**src/hw/rtl/sms_pkg.sv**
```systemverilog
// ============================================================================
// Shoreline marking stencil package
// Shared widths, codes, result record and the water test.
// ============================================================================
package sms_pkg;

    localparam int DEF_MAX_WIDTH  = 256;
    localparam int HEIGHT_LIMIT   = 4096;

    localparam int TILE_W         = 8;
    localparam int OUT_COL_W      = 8;
    localparam int OUT_ROW_W      = 12;
    localparam int IN_ROW_W       = 13;
    localparam int PAIR_W         = 2 * TILE_W;
    localparam int WIN_W          = 9;

    localparam int CFG_WIDTH_W    = 9;
    localparam int CFG_HEIGHT_W   = 13;
    localparam int CFG_DATA_W     = 13;
    localparam int CFG_INDEX_W    = 1;

    localparam int CFG_WIDTH_RST  = 256;
    localparam int CFG_HEIGHT_RST = 256;

    // Register indexes of the configuration port.
    localparam logic [CFG_INDEX_W-1:0] CFG_MAP_WIDTH  = 1'b0;
    localparam logic [CFG_INDEX_W-1:0] CFG_MAP_HEIGHT = 1'b1;

    // Item kinds.
    localparam logic OP_TILE  = 1'b0;
    localparam logic OP_DRAIN = 1'b1;

    localparam logic [4:0]        TYPE_WATER_A = 5'h01;
    localparam logic [4:0]        TYPE_WATER_B = 5'h04;
    localparam logic [4:0]        TYPE_WATER_C = 5'h16;
    localparam logic [TILE_W-1:0] SHORE_CODE   = 8'h02;

    // Window bit groups: bits 0..2 left column, 3..5 center, 6..8 right,
    // each column ordered top, middle, bottom.
    localparam logic [WIN_W-1:0] MASK_BASE   = 9'h1ef;
    localparam logic [WIN_W-1:0] MASK_LEFT   = 9'h007;
    localparam logic [WIN_W-1:0] MASK_RIGHT  = 9'h1c0;
    localparam logic [WIN_W-1:0] MASK_TOP    = 9'h049;
    localparam logic [WIN_W-1:0] MASK_BOTTOM = 9'h124;

    typedef struct packed {
        logic                 emit;
        logic [TILE_W-1:0]    tile;
        logic [OUT_COL_W-1:0] column;
        logic [OUT_ROW_W-1:0] row;
        logic                 last;
    } t_result;

    function automatic logic is_water(input logic [TILE_W-1:0] code);
        logic [4:0] kind;
        kind = code[4:0];
        return (kind == TYPE_WATER_A) || (kind == TYPE_WATER_B) ||
               (kind == TYPE_WATER_C);
    endfunction

endpackage

```
**src/hw/rtl/sms_line_buffer.sv**
```systemverilog
// ============================================================================
// Line buffer
// Two stacked map rows in one memory, registered read, write bypass.
// ============================================================================
module sms_line_buffer #(
    parameter int DEPTH = sms_pkg::DEF_MAX_WIDTH,
    parameter int DW    = sms_pkg::PAIR_W,
    localparam int AW   = $clog2(DEPTH)
) (
    input  logic          i_clk,
    input  logic          i_rst_n,
    input  logic          i_wr_en,
    input  logic [AW-1:0] i_wr_addr,
    input  logic [DW-1:0] i_wr_data,
    input  logic          i_rd_en,
    input  logic [AW-1:0] i_rd_addr,
    output logic [DW-1:0] o_rd_data
);
    import sms_pkg::*;

    logic [DW-1:0] r_mem [DEPTH];
    logic [DW-1:0] r_rd_data;
    logic [DW-1:0] r_byp_data;
    logic          r_byp;

    always_ff @(posedge i_clk) begin
        if (i_wr_en) begin
            r_mem[i_wr_addr] <= i_wr_data;
        end
    end

    always_ff @(posedge i_clk) begin
        if (i_rd_en) begin
            r_rd_data  <= r_mem[i_rd_addr];
            r_byp_data <= i_wr_data;
        end
    end

    // A read that collides with a write in the same cycle takes the new data.
    always_ff @(posedge i_clk) begin
        if (!i_rst_n) begin
            r_byp <= 1'b0;
        end else if (i_rd_en) begin
            r_byp <= i_wr_en && (i_wr_addr == i_rd_addr);
        end
    end

    assign o_rd_data = r_byp ? r_byp_data : r_rd_data;

endmodule

```
**src/hw/rtl/sms_stencil.sv**
```systemverilog
// ============================================================================
// Stencil core
// Raster counters, 3x3 water window and shore decision for one item.
// ============================================================================
module sms_stencil #(
    parameter int MAX_WIDTH = sms_pkg::DEF_MAX_WIDTH,
    localparam int COL_W    = $clog2(MAX_WIDTH)
) (
    input  logic                          i_clk,
    input  logic                          i_rst_n,
    input  logic [COL_W-1:0]              i_w_m1,
    input  logic [sms_pkg::OUT_ROW_W-1:0] i_h_m1,
    input  logic                          i_step,
    input  logic                          i_opcode,
    input  logic [sms_pkg::TILE_W-1:0]    i_tile_code,
    input  logic [sms_pkg::PAIR_W-1:0]    i_rd_data,
    output logic [COL_W-1:0]              o_rd_addr,
    output logic                          o_wr_en,
    output logic [COL_W-1:0]              o_wr_addr,
    output logic [sms_pkg::PAIR_W-1:0]    o_wr_data,
    output sms_pkg::t_result              o_res
);
    import sms_pkg::*;

    logic [COL_W-1:0]     r_in_col,  n_in_col;
    logic [IN_ROW_W-1:0]  r_in_row,  n_in_row;
    logic [COL_W-1:0]     r_out_col, n_out_col;
    logic [OUT_ROW_W-1:0] r_out_row, n_out_row;
    logic [WIN_W-1:0]     r_flags,   n_flags;
    logic [TILE_W-1:0]    r_pipe0,   n_pipe0;

    logic                 in_map;
    logic                 ignore;
    logic [TILE_W-1:0]    tile;
    logic [TILE_W-1:0]    upper;
    logic [TILE_W-1:0]    middle;
    logic [WIN_W-1:0]     flags_nx;
    logic [WIN_W-1:0]     mask;
    logic                 emit;
    logic                 shore;
    logic                 last;
    logic                 advance;

    always_comb begin
        in_map   = r_in_row <= {1'b0, i_h_m1};
        ignore   = (i_opcode == OP_DRAIN) && in_map;
        tile     = ((i_opcode == OP_TILE) && in_map) ? i_tile_code : '0;
        upper    = i_rd_data[PAIR_W-1:TILE_W];
        middle   = i_rd_data[TILE_W-1:0];
        flags_nx = {is_water(tile), is_water(middle), is_water(upper), r_flags[WIN_W-1:3]};
        emit     = (r_in_row >= IN_ROW_W'(2)) ||
                   ((r_in_row == IN_ROW_W'(1)) && (r_in_col != '0));

        // Neighbors outside the map do not count.
        mask = MASK_BASE;
        if (r_out_col == '0) begin
            mask = mask & ~MASK_LEFT;
        end
        if (r_out_col >= i_w_m1) begin
            mask = mask & ~MASK_RIGHT;
        end
        if (r_out_row == '0) begin
            mask = mask & ~MASK_TOP;
        end
        if (r_out_row >= i_h_m1) begin
            mask = mask & ~MASK_BOTTOM;
        end

        // The center tile of the window is the middle byte read one step ago.
        shore = !is_water(r_pipe0) && ((flags_nx & mask) != '0);
        last  = (r_out_row > i_h_m1) ||
                ((r_out_row == i_h_m1) && (r_out_col >= i_w_m1));
        advance = i_step && !ignore;
    end

    always_comb begin
        n_in_col  = r_in_col;
        n_in_row  = r_in_row;
        n_out_col = r_out_col;
        n_out_row = r_out_row;
        n_flags   = r_flags;
        n_pipe0   = r_pipe0;
        if (advance) begin
            n_pipe0 = middle;
            n_flags = flags_nx;
            if (r_in_col >= i_w_m1) begin
                n_in_col = '0;
                n_in_row = r_in_row + IN_ROW_W'(1);
            end else begin
                n_in_col = r_in_col + COL_W'(1);
            end
            if (emit) begin
                if (last) begin
                    // End of map: start the next one from a clean window.
                    n_in_col  = '0;
                    n_in_row  = '0;
                    n_out_col = '0;
                    n_out_row = '0;
                    n_flags   = '0;
                    n_pipe0   = '0;
                end else if (r_out_col >= i_w_m1) begin
                    n_out_col = '0;
                    n_out_row = r_out_row + OUT_ROW_W'(1);
                end else begin
                    n_out_col = r_out_col + COL_W'(1);
                end
            end
        end
    end

    always_ff @(posedge i_clk) begin
        if (!i_rst_n) begin
            r_in_col  <= '0;
            r_in_row  <= '0;
            r_out_col <= '0;
            r_out_row <= '0;
            r_flags   <= '0;
            r_pipe0   <= '0;
        end else begin
            r_in_col  <= n_in_col;
            r_in_row  <= n_in_row;
            r_out_col <= n_out_col;
            r_out_row <= n_out_row;
            r_flags   <= n_flags;
            r_pipe0   <= n_pipe0;
        end
    end

    assign o_rd_addr = n_in_col;
    assign o_wr_en   = advance;
    assign o_wr_addr = r_in_col;
    assign o_wr_data = {middle, tile};

    assign o_res.emit   = emit && !ignore;
    assign o_res.tile   = shore ? SHORE_CODE : r_pipe0;
    assign o_res.column = OUT_COL_W'(r_out_col);
    assign o_res.row    = r_out_row;
    assign o_res.last   = last;

endmodule

```
**src/hw/rtl/shoreline_marking_stencil.sv**
```systemverilog
// ============================================================================
// Shoreline marking stencil
// Marks land tiles that touch water as shore in a raster tile stream.
// ============================================================================
// Usage:
// Tiles enter on the input channel (i_in_valid / o_in_stall) in raster order,
// one transaction per tile, opcode tile. Each tile leaves on the output
// channel (o_out_valid / i_out_stall) one map row plus one tile later in the
// stream, with its column, row and a frame_last flag on the final tile. A land
// tile with water among its neighbors inside the map comes out as the shore
// code; every other tile comes out unchanged. After the last tile of a map,
// width + 1 drain transactions (or tiles of the next map) push the final row
// out. A drain while the map still expects tiles is dropped.
// Throughput is one transaction per cycle on each side. A transaction is held
// in the input register while the line buffer read completes; the result it
// releases is then written to the output register. When the receiver stalls,
// the output register holds its transaction. Once the input register holds a
// transaction that would release a result, o_in_stall follows i_out_stall in
// the same cycle while the output register is full; transactions that release
// nothing still pass through.
// Synchronous reset clears the counters, window and both valid flags, sets the
// map to 256 x 256 and needs no line buffer clearing pass. The user must write
// map width and height via the configuration port only while idle; unenforced.
// ============================================================================
module shoreline_marking_stencil #(
    parameter int MAX_WIDTH = sms_pkg::DEF_MAX_WIDTH
) (
    input  logic                            i_clk,
    input  logic                            i_rst_n,
    input  logic                            i_in_valid,
    output logic                            o_in_stall,
    input  logic                            i_opcode,
    input  logic [sms_pkg::TILE_W-1:0]      i_tile_code,
    output logic                            o_out_valid,
    input  logic                            i_out_stall,
    output logic [sms_pkg::TILE_W-1:0]      o_tile_out,
    output logic [sms_pkg::OUT_COL_W-1:0]   o_out_column,
    output logic [sms_pkg::OUT_ROW_W-1:0]   o_out_row,
    output logic                            o_frame_last,
    input  logic                            i_cfg_we,
    input  logic [sms_pkg::CFG_INDEX_W-1:0] i_cfg_index,
    input  logic [sms_pkg::CFG_DATA_W-1:0]  i_cfg_data
);
    import sms_pkg::*;

    localparam int COL_W = $clog2(MAX_WIDTH);
    localparam int RST_WIDTH = (CFG_WIDTH_RST > MAX_WIDTH) ? MAX_WIDTH : CFG_WIDTH_RST;
    localparam logic [COL_W-1:0]     RST_W_M1 = COL_W'(RST_WIDTH - 1);
    localparam logic [OUT_ROW_W-1:0] RST_H_M1 = OUT_ROW_W'(CFG_HEIGHT_RST - 1);

    // Map size is kept as last column and last row, already clamped.
    logic [COL_W-1:0]        r_w_m1, n_w_m1;
    logic [OUT_ROW_W-1:0]    r_h_m1, n_h_m1;
    logic [CFG_WIDTH_W-1:0]  cfg_w;
    logic [CFG_HEIGHT_W-1:0] cfg_h;

    logic                    r_s1_valid;
    logic                    r_s1_opcode;
    logic [TILE_W-1:0]       r_s1_tile;

    logic                    r_out_valid;
    t_result                 r_out;

    logic                    in_accept;
    logic                    s1_go;

    logic [COL_W-1:0]        rd_addr;
    logic [PAIR_W-1:0]       rd_data;
    logic                    wr_en;
    logic [COL_W-1:0]        wr_addr;
    logic [PAIR_W-1:0]       wr_data;
    t_result                 res;

    // ------------------------------------------------------------------
    // Configuration registers, clamped on write.
    // ------------------------------------------------------------------
    always_comb begin
        cfg_w  = i_cfg_data[CFG_WIDTH_W-1:0];
        cfg_h  = i_cfg_data[CFG_HEIGHT_W-1:0];
        n_w_m1 = r_w_m1;
        n_h_m1 = r_h_m1;
        if (i_cfg_we) begin
            unique case (i_cfg_index)
                CFG_MAP_WIDTH: begin
                    if (cfg_w == '0) begin
                        n_w_m1 = '0;
                    end else if (32'(cfg_w) > MAX_WIDTH) begin
                        n_w_m1 = COL_W'(MAX_WIDTH - 1);
                    end else begin
                        n_w_m1 = COL_W'(cfg_w - CFG_WIDTH_W'(1));
                    end
                end
                CFG_MAP_HEIGHT: begin
                    if (cfg_h == '0) begin
                        n_h_m1 = '0;
                    end else if (32'(cfg_h) > HEIGHT_LIMIT) begin
                        n_h_m1 = OUT_ROW_W'(HEIGHT_LIMIT - 1);
                    end else begin
                        n_h_m1 = OUT_ROW_W'(cfg_h - CFG_HEIGHT_W'(1));
                    end
                end
            endcase
        end
    end

    always_ff @(posedge i_clk) begin
        if (!i_rst_n) begin
            r_w_m1 <= RST_W_M1;
            r_h_m1 <= RST_H_M1;
        end else begin
            r_w_m1 <= n_w_m1;
            r_h_m1 <= n_h_m1;
        end
    end

    // ------------------------------------------------------------------
    // Handshake. The stencil step runs when its result, if any, has room
    // in the output register.
    // ------------------------------------------------------------------
    assign s1_go      = r_s1_valid && (!res.emit || !r_out_valid || !i_out_stall);
    assign o_in_stall = r_s1_valid && !s1_go;
    assign in_accept  = i_in_valid && !o_in_stall;

    always_ff @(posedge i_clk) begin
        if (!i_rst_n) begin
            r_s1_valid <= 1'b0;
        end else if (in_accept) begin
            r_s1_valid <= 1'b1;
        end else if (s1_go) begin
            r_s1_valid <= 1'b0;
        end
    end

    always_ff @(posedge i_clk) begin
        if (in_accept) begin
            r_s1_opcode <= i_opcode;
            r_s1_tile   <= i_tile_code;
        end
    end

    // The line buffer is read at the column this transaction will use,
    // which already accounts for the step running in the same cycle.
    sms_line_buffer #(
        .DEPTH (MAX_WIDTH),
        .DW    (PAIR_W)
    ) u_line_buffer (
        .i_clk     (i_clk),
        .i_rst_n   (i_rst_n),
        .i_wr_en   (wr_en),
        .i_wr_addr (wr_addr),
        .i_wr_data (wr_data),
        .i_rd_en   (in_accept),
        .i_rd_addr (rd_addr),
        .o_rd_data (rd_data)
    );

    sms_stencil #(
        .MAX_WIDTH (MAX_WIDTH)
    ) u_stencil (
        .i_clk       (i_clk),
        .i_rst_n     (i_rst_n),
        .i_w_m1      (r_w_m1),
        .i_h_m1      (r_h_m1),
        .i_step      (s1_go),
        .i_opcode    (r_s1_opcode),
        .i_tile_code (r_s1_tile),
        .i_rd_data   (rd_data),
        .o_rd_addr   (rd_addr),
        .o_wr_en     (wr_en),
        .o_wr_addr   (wr_addr),
        .o_wr_data   (wr_data),
        .o_res       (res)
    );

    // ------------------------------------------------------------------
    // Output register.
    // ------------------------------------------------------------------
    always_ff @(posedge i_clk) begin
        if (!i_rst_n) begin
            r_out_valid <= 1'b0;
        end else if (s1_go && res.emit) begin
            r_out_valid <= 1'b1;
        end else if (!i_out_stall) begin
            r_out_valid <= 1'b0;
        end
    end

    always_ff @(posedge i_clk) begin
        if (s1_go && res.emit) begin
            r_out <= res;
        end
    end

    assign o_out_valid  = r_out_valid;
    assign o_tile_out   = r_out.tile;
    assign o_out_column = r_out.column;
    assign o_out_row    = r_out.row;
    assign o_frame_last = r_out.last;

endmodule

```
**config.mk**
```make
export PLATFORM = sky130hd
export DESIGN_NAME = shoreline_marking_stencil
export DESIGN_NICKNAME = d
export VERILOG_FILES = /design/src/hw/rtl/sms_pkg.sv /design/src/hw/rtl/sms_line_buffer.sv /design/src/hw/rtl/sms_stencil.sv /design/src/hw/rtl/shoreline_marking_stencil.sv
export SDC_FILE = /design/constraint.sdc
export NUM_CORES = 2
export LEC_CHECK = 0
export BUFFER_PORTS_ARGS = -buffer_cell sky130_fd_sc_hd__buf_2
export CAP_MARGIN = 25
export CORE_ASPECT_RATIO = 0.8
export CORE_MARGIN = 2
export CORE_UTILIZATION = 55
export DETAILED_ROUTE_END_ITERATION = 8
export HOLD_SLACK_MARGIN = 0.08
export PLACE_DENSITY = 0.71
export RECOVER_POWER = 100
export SYNTH_ARGS = -nofsm -noshare
export SYNTH_HDL_FRONTEND = slang
export SYNTH_HIERARCHICAL = 1
export SYNTH_SLANG_ARGS = --single-unit
```
**constraint.sdc**
```tcl
create_clock -name i_clk -period 6.7 [get_ports i_clk]
set_input_delay 0.335 -clock i_clk [delete_from_list [all_inputs] [get_ports i_clk]]
set_output_delay 0.335 -clock i_clk [all_outputs]
set_load 0.1 [all_outputs]
```
* After elaboration in Yosys (flattened, before gate mapping)
Memories as Yosys holds them, arrays and structs flattened. A register that Yosys moved wholly into a read port is not among the register bits. Index checks and enable logic that the tools add are counted. W data, S select, Z words.
Cells by class: order comparisons 8, eq/ne operators 16, reductions and logical operators 43, bitwise gates (word level) 3, mux-type cells 31, add/sub/neg operators 6
Operators by type and width (count):
- $mux W8 | 11
- $mux W13 | 4
- $mux W12 | 4
- $mux W9 | 4
- $eq A5 B1 Y1 const B | 4
- $eq A5 B3 Y1 const B | 4
- $eq A5 B5 Y1 const B | 4
- $add A8 B1 Y8 const B | 2
- $ge A8 B8 Y1 | 2
- $add A13 B1 Y13 const B | 1
- $eq A13 B1 Y1 const B | 1
- $ge A13 B2 Y1 const B | 1
- $gt A13 B13 Y1 const B | 1
- $le A13 B12 Y1 | 1
- $logic_not A13 Y1 | 1
- $add A12 B1 Y12 const B | 1
- $eq A12 B12 Y1 | 1
- $ge A12 B12 Y1 | 1
- $gt A12 B12 Y1 | 1
- $logic_and A1 B1 Y1 | 12
- $logic_not A12 Y1 | 1
- $logic_or A1 B1 Y1 | 12
- $sub A12 B1 Y12 const B | 1
- $and A9 B9 Y9 | 1
- other kinds (16) | 31
Word-level totals: flip-flop bits (word level) 132, output and inout bits 31, memories 1, bits in writable memories 4096
Memory list:
- u_line_buffer.r_mem | depth 256, bits a word 16, read ports 1, clocked after memory_dff 1, wr ports 1, RTL line sms_line_buffer.sv:21 | logic [DW-1:0] r_mem [DEPTH];

* Depth between registers and ports, before layout
depth in word-level cells 13, depth in mapped cells 25, mapped depth without buffers 19

* Hierarchy
Netlist, hierarchy kept.
Modules (own cells, without submodules):
- sms_line_buffer | seq. area each 123978.9 sq um, instances 1, cells each 7440, area each 160267.5 sq um
- sms_stencil | seq. area each 1101.1 sq um, instances 1, cells each 500, area each 4050.1 sq um
- shoreline_marking_stencil | seq. area each 1581.5 sq um, instances 1, cells each 181, area each 2274.7 sq um

* Worst setup path before layout
No wires, ideal clock.
kind register to register, start point register u_stencil.r_in_row[1], end point register u_line_buffer.r_byp_data[3], data pin, buffers on the path 0, cell stages (with the launch flop) 8, slack 1.009 ns, arrival 4.818 ns, library setup time 0.872 ns, data required time 5.828 ns, cells stage by stage dfxtp_1 ha_1 nor2b_1 o21a_1 o21ai_0 a31oi_1 nor2_1 and2_1
On the way: word-level cells in the longest chain between the ends 3
Ends and longest elaborated chain:
- from (decl) | RTL line sms_stencil.sv:26 | logic [IN_ROW_W-1:0] r_in_row, n_in_row;
- from (signal assigned) | RTL line sms_stencil.sv:121 | r_in_row <= n_in_row;
- $le A13 B12 Y1 | RTL line sms_stencil.sv:45 | in_map = r_in_row <= {1'b0, i_h_m1};
- $logic_and A1 B1 Y1 | RTL line sms_stencil.sv:47 | tile = ((i_opcode == OP_TILE) && in_map) ? i_tile_code : '0;
- $mux W8 | RTL line sms_stencil.sv:47
- net wr_data[3] | RTL line shoreline_marking_stencil.sv:71 | logic [PAIR_W-1:0] wr_data;
- to (signal assigned) | RTL line sms_line_buffer.sv:35 | r_byp_data <= i_wr_data;
- to (decl) | RTL line sms_line_buffer.sv:23 | logic [DW-1:0] r_byp_data;
The timed path passes the listed nets, and every way through them passes these cells. A chain may end at the register's enable or synchronous reset.

==> PnR_summary.wiki <==
{| class="wikitable"
! Metric !! Value
|-
| Outcome || finished, violations left
|-
| Violations in the final reports || capacitance limit, slew limit
|-
| Sum of overflow across all layers after global routing || 0
|-
| Worst hold slack across all endpoints || 0.1676 ns
|-
| Max Root-Sink Buffers || 4
|-
| ANT nets after route || 0
|-
| Routability congestion estimate from global placement || 0.9558
|-
| All-layer global routing usage || 0.2822
|-
| Number of cells on the worst reg-to-reg path || 15
|-
| DRT Wirelength || 360900 microns
|-
| Clock transition at the registers of the reported paths || 0.06 ns
|-
| Syn Nets || 6963
|-
| Capture point of the critical path || u_line_buffer/r_mem[61][2]
|-
| Post-CTS sizing || 0
|-
| Utilization of the core after routing || 0.6141
|-
| Reg-to-reg startpoint || r_h_m1[7]
|-
| Final design instance area without fill || 153000 sq um
|-
| Fraction of layout instances using a drive strength above 1 || 0.1934
|-
| Least setup slack across all paths after layout || 0.2125 ns
|-
| Largest fanout on the critical path || 21
|-
| Clock skew || 0.06548 ns
|-
| Number of detailed-routing iterations run before antenna repair || 7
|-
| Number of warnings printed during yosys synthesis || 6
|-
| Number of design rule violations left after detail routing || 0
|-
| Hold/Removal Path Class || in2reg
|-
| Endpoint kind of the worst setup timing path || flop
|-
| Worst EP arrival || 7.00 ns
|-
| Placed wire-length estimate || 220900 microns
|-
| Initial Utilization || 0.5518
|-
| Library cell used as clock root buffer || clkbuf_16
|-
| Total via count in the routed design || 73275
|-
| IR Drop Worst-Case VDD || 259.0 uV
|-
| Number of buffers inserted during clock tree synthesis || 333
|-
| Number of buffers inserted by hold repair at cts || 41
|-
| Power density over the cells || 291.0 nW/um^2
|-
| Final setup TNS || 0 ns
|-
| Shortest clock period the worst path allows after layout || 6.487 ns
|-
| Layout overhead on the synthesized area || 11.29%
|-
| Tot Pwr || 44.51 mW
|-
| Chip width || 563.0 microns
|-
| Clock latency at the later pin of the worst-skew pair || 0.90 ns
|-
| First-iteration detailed-routing DRC count || 11837
|-
| FILL cells || 17182
|-
| Number of global-route vias before repair || 69630
|-
| Terminus of the critical flop-to-flop path || u_line_buffer/r_mem[61][2]
|-
| WL/cell || 32.93 microns
|-
| Post-synth design cell area || 137500 sq um
|-
| CTS H-Tree Depth || 5
|-
| Number of placed I/O pins || 59
|-
| Number of nets in the final layout || 7456
|-
| Register-to-register setup slack || 0.21 ns
|-
| Number of antenna violations at the first check in global routing || 23
|-
| Placement Rows || 164
|-
| Pre-CTS setup slack || 0.4684 ns
|-
| Placed instance count || 10316
|-
| Top achievable clock speed || 0.1541 GHz
|-
| Final critical-path share of the clock period || 0.9683
|-
| Lkg Pwr || 47.42 nW
|-
| Pin count of the biggest net entering global routing || 198
|-
| Die height || 451.2 microns
|-
| Setup repair after global routing missed its margin || false
|-
| Final Instance Count excl. Fillers || 10961
|-
| Max-cap violations || 32
|-
| Count of final hold-check violations || 0
|-
| Area of the multi-input gates || 30490 sq um
|-
| Type of the worst setup path || reg2reg
|-
| Critical Path Source Type || flop
|-
| Number of buffers added for setup after CTS || 0
|-
| Final max-slew violation count || 2453
|-
| Placed standard-cell area || 143200 sq um
|-
| Average cell area after synthesis || 19.97 sq um
|-
| Area occupied by registers || 103400 sq um
|-
| First-pass GRT wire length || 512400 microns
|-
| Clock tree from TritonCTS || done
|-
| Max-Slew Margin vs Limit || -1.937
|-
| Required arrival time at the worst endpoint || 7.21 ns
|-
| Setup violations, final || 0
|-
| I/O Buffers || 58
|-
| DR vias/cell || 6.685
|-
| Slew at the pin with the worst max-slew slack || 4.405 ns
|-
| Cells after Synth || 6884
|-
| Core region area || 249100 sq um
|-
| Clock Sinks || 3470
|-
| Die area || 254000 sq um
|-
| Crit. Startpoint || r_h_m1[7]
|}
layout by cell type, fill, tap and decap left out, types with 18 or more instances in the layout:
cell type / count
a21oi_1: 157
a22oi_1: 58
buf_12: 36
buf_2: 27
buf_4: 197
bufinv_16: 29
clkbuf_1: 330
clkbuf_16: 337
clkbuf_2: 63
clkinv_1: 63
clkinv_2: 62
dfxtp_1: 78
dlygate4sd3_1: 41
edfxtp_1: 3392
ha_1: 51
inv_1: 44
mux2i_1: 525
mux4_1: 21
mux4_2: 620
nand2_1: 99
nand3_1: 83
nand4_1: 29
nor2_1: 339
nor2b_1: 34
nor3_1: 142
nor4_1: 29
o21ai_0: 85
o221ai_1: 214
o22ai_1: 122
o31ai_1: 18
xnor2_1: 24
final cells by class:
cell class              count  share of cell area
clock inverters           190             0.01224
clock buffers             405             0.05705
repair buffers            639             0.02700
flip-flops and latches   3470              0.6760
well taps                3320             0.02715
multi-input cells        2887              0.1993
inverters                  46            0.001194
diodes                      4          0.00006543
critical path, stage by stage (launching register included):
cell and delay [ns]:
dfxtp_1 0.34, inv_1 0.07, ha_1 0.33, a21oi_1 0.16
a21boi_1 0.11, o31a_1 0.35, o31a_1 0.34, a31oi_1 0.21
a21boi_0 0.34, o31ai_4 0.22, inv_1 0.17, clkbuf_1 0.93
nand4_1 1.06, clkbuf_2 0.67, nor2_1 0.25, clkbuf_1 0.55
power breakdown:
| part | switching (mW) | leakage, nW | internal (mW) | total [mW] |
|---|---|---|---|---|
| Sequential | 0.0214 | 31.4 | 24.0 | 24.0 |
| Clock | 8.02 | 5.18 | 10.4 | 18.5 |
| Combinational | 1.30 | 10.8 | 0.756 | 2.06 |
how the worst min path moves through the flow:
stage                   start      endpoint  slack [ns]  cells after the start
6_report        i_cfg_data[7]     r_w_m1[7]        0.17                      4
5_1_grt        i_tile_code[0]  r_s1_tile[0]        0.18                      2
4_1_cts         i_cfg_data[3]     r_w_m1[6]        0.11                      5
3_5_place_dp        r_w_m1[5]     r_w_m1[5]        0.45                      2
3_3_place_gp        r_w_m1[7]     r_w_m1[7]        0.45                      2
2_1_floorplan        i_opcode   r_s1_opcode        0.43                      0
metal layers:
layer  vias up  share of wire  GRT usage
met3       670           0.14    0.09063
met2      5083           0.43     0.3918
met1     38006           0.39     0.4274
met5         -        0.00028          0
met4        18          0.034    0.08662
li1      29498              -          -
state kept, by name (all words and copies together), names as in the netlist, 12 cells and up:
signal / flops
o_out_row: 12
r_h_m1: 12
u_line_buffer/r_byp_data: 13
u_line_buffer/r_mem: 3328
u_line_buffer/r_rd_data: 13
u_stencil/r_in_row: 13
u_stencil/r_out_row: 12
(Power assumes the default switching activity.)
